## src/hw/rtl/nls_pkg.sv

```systemverilog
// Shared constants, codes and controller/datapath types for the nearest level search.
package nls_pkg;

    localparam int MAX_LEVELS = 256;
    localparam int LVL_AW     = $clog2(MAX_LEVELS);
    localparam int NW         = $clog2(MAX_LEVELS + 1);

    localparam int IDX_W = 8;
    localparam int VAL_W = 32;
    localparam int CNT_W = 9;

    typedef enum logic
    {
        OP_WRITE = 1'b0,
        OP_QUERY = 1'b1
    } op_t;

    typedef enum logic [2:0]
    {
        RA_ZERO,
        RA_LAST,
        RA_PROBE,
        RA_BELOW,
        RA_ABOVE
    } rd_sel_t;

    typedef enum logic [2:0]
    {
        RS_ZERO,
        RS_LAST,
        RS_MID,
        RS_BELOW,
        RS_ABOVE
    } res_sel_t;

    typedef struct packed
    {
        logic     q_load;
        logic     w_en;
        logic     rd_en;
        rd_sel_t  rd_sel;
        logic     bounds_init;
        logic     mid_load;
        logic     hi_to_mid;
        logic     lo_past_mid;
        logic     tmid_load;
        logic     res_load;
        res_sel_t res_sel;
        logic     out_load;
    } nls_cmd_t;

    typedef struct packed
    {
        logic v_lt_rd;
        logic v_gt_rd;
        logic v_eq_rd;
        logic sum_gt;
        logic lo_lt_hi;
        logic mid_nonzero;
        logic mid_has_above;
    } nls_stat_t;

endpackage

```

## src/hw/rtl/nls_ctrl.sv

```systemverilog
// Search controller: sequences table reads, bound updates and result hand-off.
module nls_ctrl import nls_pkg::*;
(
    input  logic      clk,
    input  logic      rst_n,
    input  logic      req_valid,
    input  op_t       req_op,
    output logic      req_ready,
    output logic      rsp_valid,
    input  logic      rsp_ready,
    output nls_cmd_t  cmd,
    input  nls_stat_t stat
);

    typedef enum logic [2:0]
    {
        S_IDLE,
        S_FIRST,
        S_LAST,
        S_PROBE,
        S_MID,
        S_NBR,
        S_RESULT
    } state_t;

    state_t state_reg, state_next;
    logic   below_reg, below_next;
    logic   rsp_valid_reg, rsp_valid_next;

    assign req_ready = (state_reg == S_IDLE);
    assign rsp_valid = rsp_valid_reg;

    always_comb
    begin
        state_next     = state_reg;
        below_next     = below_reg;
        rsp_valid_next = rsp_valid_reg && !rsp_ready;
        cmd            = '0;

        case (state_reg)
            S_IDLE:
            begin
                if (req_valid)
                begin
                    if (req_op == OP_QUERY)
                    begin
                        cmd.q_load = 1'b1;
                        cmd.rd_en  = 1'b1;
                        cmd.rd_sel = RA_ZERO;
                        state_next = S_FIRST;
                    end
                    else
                    begin
                        cmd.w_en = 1'b1;
                    end
                end
            end
            S_FIRST:
            begin
                if (!stat.v_gt_rd)
                begin
                    cmd.res_load = 1'b1;
                    cmd.res_sel  = RS_ZERO;
                    state_next   = S_RESULT;
                end
                else
                begin
                    cmd.rd_en  = 1'b1;
                    cmd.rd_sel = RA_LAST;
                    state_next = S_LAST;
                end
            end
            S_LAST:
            begin
                if (!stat.v_lt_rd)
                begin
                    cmd.res_load = 1'b1;
                    cmd.res_sel  = RS_LAST;
                    state_next   = S_RESULT;
                end
                else
                begin
                    cmd.bounds_init = 1'b1;
                    state_next      = S_PROBE;
                end
            end
            S_PROBE:
            begin
                if (stat.lo_lt_hi)
                begin
                    cmd.mid_load = 1'b1;
                    cmd.rd_en    = 1'b1;
                    cmd.rd_sel   = RA_PROBE;
                    state_next   = S_MID;
                end
                else
                begin
                    cmd.res_load = 1'b1;
                    cmd.res_sel  = RS_MID;
                    state_next   = S_RESULT;
                end
            end
            S_MID:
            begin
                if (stat.v_eq_rd)
                begin
                    cmd.res_load = 1'b1;
                    cmd.res_sel  = RS_MID;
                    state_next   = S_RESULT;
                end
                else if (stat.v_lt_rd)
                begin
                    cmd.tmid_load = 1'b1;
                    below_next    = 1'b1;
                    if (stat.mid_nonzero)
                    begin
                        cmd.rd_en  = 1'b1;
                        cmd.rd_sel = RA_BELOW;
                        state_next = S_NBR;
                    end
                    else
                    begin
                        cmd.hi_to_mid = 1'b1;
                        state_next    = S_PROBE;
                    end
                end
                else
                begin
                    cmd.tmid_load = 1'b1;
                    below_next    = 1'b0;
                    if (stat.mid_has_above)
                    begin
                        cmd.rd_en  = 1'b1;
                        cmd.rd_sel = RA_ABOVE;
                        state_next = S_NBR;
                    end
                    else
                    begin
                        cmd.lo_past_mid = 1'b1;
                        state_next      = S_PROBE;
                    end
                end
            end
            S_NBR:
            begin
                if (below_reg)
                begin
                    if (stat.v_gt_rd)
                    begin
                        cmd.res_load = 1'b1;
                        cmd.res_sel  = stat.sum_gt ? RS_BELOW : RS_MID;
                        state_next   = S_RESULT;
                    end
                    else
                    begin
                        cmd.hi_to_mid = 1'b1;
                        state_next    = S_PROBE;
                    end
                end
                else
                begin
                    if (stat.v_lt_rd)
                    begin
                        cmd.res_load = 1'b1;
                        cmd.res_sel  = stat.sum_gt ? RS_MID : RS_ABOVE;
                        state_next   = S_RESULT;
                    end
                    else
                    begin
                        cmd.lo_past_mid = 1'b1;
                        state_next      = S_PROBE;
                    end
                end
            end
            S_RESULT:
            begin
                if (!rsp_valid_reg || rsp_ready)
                begin
                    cmd.out_load   = 1'b1;
                    rsp_valid_next = 1'b1;
                    state_next     = S_IDLE;
                end
            end
            default:
            begin
                state_next = S_IDLE;
            end
        endcase
    end

    always_ff @(posedge clk or negedge rst_n)
    begin
        if (!rst_n)
        begin
            state_reg     <= S_IDLE;
            below_reg     <= 1'b0;
            rsp_valid_reg <= 1'b0;
        end
        else
        begin
            state_reg     <= state_next;
            below_reg     <= below_next;
            rsp_valid_reg <= rsp_valid_next;
        end
    end

endmodule

```

## config.mk

```make
export PLATFORM = sky130hd
export DESIGN_NAME = nls_ctrl
export DESIGN_NICKNAME = d
export VERILOG_FILES = /design/src/hw/rtl/nls_pkg.sv /design/src/hw/rtl/nls_ctrl.sv
export SDC_FILE = /design/constraint.sdc
export NUM_CORES = 1
export LEC_CHECK = 0
export BUFFER_PORTS_ARGS = -buffer_cell sky130_fd_sc_hd__buf_2
export CAP_MARGIN = 10
export CORE_AREA = 3 3 40 42
export CTS_CLUSTER_SIZE = 24
export DETAILED_ROUTE_END_ITERATION = 16
export DIE_AREA = 0 0 43 45
export HOLD_SLACK_MARGIN = 0.06
export PLACE_DENSITY = 0.75
export SETUP_SLACK_MARGIN = 0.5
export SLEW_MARGIN = 10
export SYNTH_ARGS = -nofsm -noshare
export SYNTH_HDL_FRONTEND = slang
export SYNTH_SLANG_ARGS = --single-unit
```

## constraint.sdc

```tcl
create_clock -name clk -period 2.8 [get_ports clk]
set_input_delay 0.14 -clock clk [delete_from_list [all_inputs] [get_ports clk]]
set_output_delay 0.14 -clock clk [all_outputs]
set_load 0.05 [all_outputs]
```

# --- After elaboration in Yosys (flattened, before gate mapping) ---
# Index checks and enable logic that the tools add are counted.
word_totals:
  in_bits: 12
  register_bits: 5
  word_cells: 75
classes:
  reduce_logical: 7
  n_eq_ne: 9
  mux: 55
  bitwise_logic: 1
ops:
  columns: ["op", "n"]
  rows:
  - ["4-bit 2-to-1 mux", 14]
  - ["3-bit 2-to-1 mux", 14]
  - ["3-bit one-hot mux with 7 select lines", 1]
  - ["1-bit 2-to-1 mux", 20]
  - ["4-bit one-hot mux with 5 select lines", 1]
  - ["4-bit one-hot mux with 4 select lines", 1]
  - ["3-bit == test (second input constant)", 3]
  - ["3-bit by 2-bit == test with 1-bit output (second input constant)", 2]
  - ["6-bit 2-to-1 mux", 1]
  - ["2-bit != test (second input constant)", 3]
  - ["2-bit 2-to-1 mux", 2]
  - ["2-bit one-hot mux with 2 select lines", 1]
  - ["3-bit by 1-bit == test with 1-bit output (second input constant)", 1]
  - ["3-bit logical NOT", 1]
  - ["3-bit AND reduction", 1]
  - ["1-bit logical NOT", 2]
  - ["2-bit AND reduction", 1]
  - ["1-bit logical AND", 1]
  - ["1-bit logical OR", 1]
  - ["1-bit inverter", 1]

# --- Longest topological paths before layout ---
# Gate-level depths: netlist of the first run.
logic_depth:
  ltp_word: 4
  ltp_mapped: 5
  ltp_nobuf: 5

# --- Worst setup path after synthesis of the first run ---
# Ideal clock, no wire load.
synth_timing:
  path_kind: "flip-flop to output port"
  start: "register state_reg[0]"
  end: "output port cmd[13] in the netlist's numbering"
  n_path_buf: 0
  path_slack_ps: -34
  t_arrival_ps: 2694
  path_stages_with_launch: 4
  path_cell_list: "dfrtp_1 -> nor3_1 -> and3_1 -> or3_1"
synth_lines:
  columns: ["item", "line_no", "source"]
  rows:
  - ["from (decl)", "nls_ctrl.sv:26", "state_t state_reg, state_next;"]
  - ["from (signal assigned)", "nls_ctrl.sv:201", "state_reg <= state_next;"]
  - ["to (decl)", "nls_ctrl.sv:11", "output nls_cmd_t cmd,"]

==> flow_summary.json, run 1 <==
{
  "finalHoldViolations": 0,
  "powerDensity_nw_per_um2": 1130,
  "final_nets": 118,
  "p_leak_uw": 0.000390,
  "yosys.area_share.simple": 0.422,
  "netlist_instances": 74,
  "top_usage_layer": "met2",
  "power_switching_uw": 496,
  "max-cap-violations": 0,
  "coreArea_um2": 1280,
  "syn-cell-area_um2": 534,
  "status": "complete, no violations",
  "synth.most_common_cell": "nand2_1",
  "dieHeight_um": 45,
  "layout-drive-gt1-share": 0.324,
  "clockBufferDepth": 2,
  "met3_usage": 0.0797,
  "critPathRequiredTime_ns": 2.66,
  "wl_per_cell_um": 11.5,
  "syn_nets": 86,
  "finalMaxSlewViolations": 0,
  "setup_tns_ns": 0,
  "ios": 30,
  "crit_fanout": 16,
  "cp-start-kind": "flip-flop",
  "drtPass1Iterations": 5,
  "synth_edf_count": 0,
  "grt_pass1_vias": 520,
  "gr-total-overflow": 0,
  "synth_top_area_share": 0.234,
  "vias": 642,
  "largest_register_ffs": 3,
  "dp_cells": 115,
  "drtIter0Drc": 11,
  "grt_setup_unrepaired": "false",
  "place_area_um2": 686,
  "p_comb_frac": 0.674,
  "seq_power_share": 0.226,
  "synthXorXnorAreaFrac": 0,
  "criticalPathCategory": "flip-flop to primary output",
  "hp-class": "input pin to asynchronous set/reset pin",
  "synth_area_leaders": "dfrtp_1 (23%), nand2b_1 (8.2%), o21ai_0 (5.6%), nand2_1 (5.6%), nor3b_1 (5.6%)",
  "p_int_uw": 319,
  "syn2layout_area_growth_pct": 35.1,
  "syn_area_per_cell_um2": 7.22,
  "ant_nets": 0,
  "min_period_ns": 2.00,
  "cp.arrival_ns": 1.86,
  "skew_ns": 0.00374,
  "rows": 13,
  "chipWidth_um": 43,
  "dieArea_um2": 1940,
  "cts_tree": "done",
  "tightest_slew_ns": 0.483,
  "stdcell_area_um2": 722,
  "finalWeightedCongestion": 0.803,
  "portBuffers": 29,
  "setup_viol_count_final": 0,
  "post_cts_buffers": 0,
  "cts_buffers": 3,
  "grt_usage": 0.149,
  "antenna_found_initial": 0,
  "cts-root-buf": "clkbuf_4",
  "insertion_delay_ns": 0.24,
  "drt_wl_total_um": 1380,
  "grtUsageMet1": 0.195,
  "p_sw_frac": 0.609,
  "grt_pass1_wl_um": 2190,
  "grt_max_degree": 17,
  "timing.fmax_mhz": 499,
  "initial_core_util": 0.416,
  "synth_compound_area_frac": 0.253,
  "cts.sinks": 5,
  "synthFlopType": "dfrtp_1",
  "via_per_inst": 5.35,
  "clock_power_share": 0.100,
  "grt_util_met2": 0.234,
  "async_flop_share": 1.00,
  "diodes": 0,
  "ys_seq_elements": 5,
  "end_kind": "primary output",
  "yosysUniqueCellTypes": 30,
  "clk_pin_slew_ns": 0.04,
  "ir_drop_uv": 678,
  "htree_levels": 1,
  "period_share": 0.716,
  "power.total_uw": 815,
  "synth_common_cells": "nand2_1 (8), nand2b_1 (7), nor2_1 (7), o21ai_0 (6), dfrtp_1 (5)",
  "yosys.area.top_type": "dfrtp_1",
  "ys_warn_count": 0,
  "max_slew_margin": 0.678,
  "yosys.area_share.adder": 0,
  "drc_errors": 0,
  "finalNonFillerCells": 120,
  "synthMuxAreaShare": 0.0187,
  "synth_top_family_by_area": "simple AND/OR/NAND/NOR gates",
  "dp_hpwl_um": 1080,
  "ys_seq_area_frac": 0.234
}
power by group through the flow:
stage	combinational [uW]	clock [uW]	sequential [uW]
finish	549	81.5	184
global route	588	94.3	194
CTS	553	85.7	183
detailed placement	550	0	183
global placement	547	0	180
floorplan	475	0	162
cells in the final DEF, fill, tap and decap left out, types with 2 or more instances in the layout:
cell type,synthesis,final
buf_2,1,29
nand2_1,8,8
nand2b_1,7,7
nor2_1,7,7
o21ai_0,6,6
dfrtp_1,5,5
nor3b_1,4,4
inv_1,4,4
a21oi_1,3,3
nor3_1,4,3
clkbuf_4,0,3
nand3b_1,2,2
nor2b_1,2,2
and3_1,2,2
or2b_1,2,2
a32oi_1,2,2
metal layers:
| layer | share of wire | vias up |
|---|---|---|
| li1 | - | 327 |
| met1 | 0.42 | 289 |
| met2 | 0.47 | 26 |
| met3 | 0.11 | 0 |
| met4 | 0 | 0 |
| met5 | 0 | - |
area by class of cell:
| class | instances | area [um^2] |
|---|---|---|
| clock buffers | 4 | 26.3 |
| multi-input cells | 62 | 382 |
| repair buffers | 30 | 155 |
| flip-flops and latches | 5 | 125 |
| well taps | 15 | 18.8 |
| fillers | 127 | 563 |
| inverters | 4 | 15.0 |
final timing paths:
kind	cells after the start	to	slack, ns	start
hold reg to reg	2	rsp_valid$_DFF_PN0_	0.55	rsp_valid$_DFF_PN0_
setup / recovery	5	cmd[4]	0.80	state_reg[2]$_DFFE_PN0P_
max in group asynchronous	2	state_reg[0]$_DFFE_PN0P_	2.43	rst_n
hold / removal	2	rsp_valid$_DFF_PN0_	0.24	rst_n
setup reg to reg	4	state_reg[2]$_DFFE_PN0P_	1.28	state_reg[2]$_DFFE_PN0P_
min in group clk	3	state_reg[1]$_DFFE_PN0P_	0.26	stat[4]
critical path, stage by stage, from the launching register on:
cell and delay, ns:
dfrtp_1 0.54, or2b_1 0.30, a311o_1 0.32, a21oi_2 0.16
nand2_1 0.07, buf_2 0.22
through the flow:
stage | hold WS, ns | util | setup WS (ns)
final | 0.244 | 0.562 | 0.796
after CTS | 0.228 | 0.562 | 0.804
after global routing | 0.260 | 0.562 | 0.674
after detailed placement | -0.0436 | 0.534 | 1.07
after global placement | -0.0397 | 0.534 | 1.09
after floorplan | -0.156 | - | 0.589
what timing repair did:
action                    4_1_cts  5_1_grt
hold buffers                    1        0
resized for setup               0        0
hold endpoints to repair        5        0
kinds of logic (layout without fill, tap and decap cells):
kind of cell / count (synthesis) / count (layout)
buffers and inverters: 7 / 38
muxes: 1 / 1
AOI/OAI and AO/OA: 20 / 20
and+or+nand+nor: 41 / 41
DFF: 5 / 5
(Power assumes the default switching activity.)
==> run 2, diff against run 1 <==
clock period = 2.1 ns   (was 2.8 ns; I/O delays follow)
==> run 2 against run 1 <==
Compared with the run above: clock power rose by 37%; cell count up 12%; utilization up 26 points; sequential power up 26%.
==> flow_summary.json, run 2 (synthesis results as in run 1) <==
{
  "clockBufferDepth": 2,
  "min_period_ns": 1.75,
  "final_nets": 132,
  "drt_wl_total_um": 1920,
  "tightest_slew_ns": 0.334,
  "diodes": 0,
  "max-cap-violations": 0,
  "clk_pin_slew_ns": 0.05,
  "period_share": 0.833,
  "largest_register_ffs": 3,
  "timing.fmax_mhz": 572,
  "crit_fanout": 8,
  "ant_nets": 0,
  "max_slew_margin": 0.777,
  "layout_common_cells": "buf_2 (15), buf_4 (13), buf_6 (10)",
  "vias": 734,
  "chipWidth_um": 43,
  "initial_core_util": 0.416,
  "layout-drive-gt1-share": 0.622,
  "insertion_delay_ns": 0.25,
  "p_leak_uw": 0.000490,
  "end_kind": "primary output",
  "antenna_found_initial": 0,
  "dp_slack_ns": 0.293,
  "wl_per_cell_um": 14.4,
  "htree_levels": 1,
  "cts_buffers": 3,
  "grt_max_degree": 11,
  "gr-total-overflow": 0,
  "grt_usage": 0.205,
  "rows": 13,
  "cts_tree": "done",
  "coreArea_um2": 1280,
  "finalWeightedCongestion": 0.818,
  "dp_hpwl_um": 1170,
  "worst_slack_ns": 0.352,
  "dieHeight_um": 45,
  "final_common_cell": "buf_2",
  "criticalPathCategory": "flip-flop to primary output",
  "grt_pass1_vias": 692,
  "cp-start-kind": "flip-flop",
  "dieArea_um2": 1940,
  "powerDensity_nw_per_um2": 1430,
  "power.total_uw": 1510,
  "setup_tns_ns": 0,
  "syn2layout_area_growth_pct": 97.4,
  "via_per_inst": 5.48,
  "ios": 30,
  "cp.arrival_ns": 1.64,
  "hp-class": "input pin to asynchronous set/reset pin",
  "finalHoldViolations": 0,
  "grt_pass1_wl_um": 3010,
  "skew_ns": 0.00665,
  "fillers": 82,
  "setup_viol_count_final": 0,
  "status": "complete, no violations",
  "cts.sinks": 5,
  "drtIter0Drc": 6,
  "portBuffers": 29,
  "drc_errors": 0,
  "drtPass1Iterations": 3,
  "critPathRequiredTime_ns": 2.00,
  "ir_drop_uv": 953,
  "cts-root-buf": "clkbuf_4",
  "finalMaxSlewViolations": 0,
  "grt_setup_unrepaired": "true"
}
## run 2: worst paths after layout
kind	startpoint	endpoint	slack (ns)	cells after the start
setup / recovery	state_reg[2]$_DFFE_PN0P_	cmd[4]	0.35	5
hold / removal	rst_n	rsp_valid$_DFF_PN0_	0.21	2
setup reg to reg	state_reg[2]$_DFFE_PN0P_	state_reg[2]$_DFFE_PN0P_	0.68	5
hold reg to reg	rsp_valid$_DFF_PN0_	rsp_valid$_DFF_PN0_	0.59	2
max in group asynchronous	rst_n	state_reg[0]$_DFFE_PN0P_	1.75	2
min in group clk	stat[4]	state_reg[1]$_DFFE_PN0P_	0.23	3
## run 2: final cells by class
type	instances	area, um^2	share of cell area
timing repair buffer	44	340	0.323
multi-input combinational	62	522	0.495
inverter	4	18.8	0.0178
sequential	5	129	0.122
clock buffer	4	26.3	0.0249
tap	15	18.8	0.0178
## run 2: metrics by stage
step	std cells	area, um^2	hold WS, ns	util
after floorplan	74	613	-0.191	-
after global placement	115	753	-0.0771	0.586
after detailed placement	115	753	-0.0797	0.586
after CTS	131	965	0.198	0.751
after global routing	134	1050	0.206	0.821
final	134	1050	0.208	0.821
## run 2: critical path, cell delays in order, from the launching register on
cell and delay (ns):
dfrtp_2 0.44, or2b_1 0.23, a311o_1 0.33, a21oi_2 0.15, nand2_1 0.08, buf_6 0.16
## run 2: routing by layer
| metal | wire length, um | vias up | GRT usage |
|---|---|---|---|
| li1 | - | 360 | - |
| met1 | 862 | 351 | 0.252 |
| met2 | 950 | 21 | 0.359 |
| met3 | 103 | 2 | 0.0558 |
| met4 | 6 | 0 | 0.0482 |
| met5 | 0 | - | 0 |
## run 2: what timing repair did
| action | in CTS | in global routing |
|---|---|---|
| hold endpoints to repair | 5 | 0 |
| hold buffers | 1 | 0 |
| pin swaps | 6 | 5 |
| gates resized for setup | 31 | 19 |
| endpoints found under the setup margin | 16 | 14 |
| setup buffers | 11 | 3 |
## run 2: where the power goes
group	internal, uW	switching (uW)	leakage [uW]
Combinational	462	703	0.000415
Sequential	144	86.8	0.0000596
Clock	71.9	40.4	0.0000150
Total	678	831	0.000490
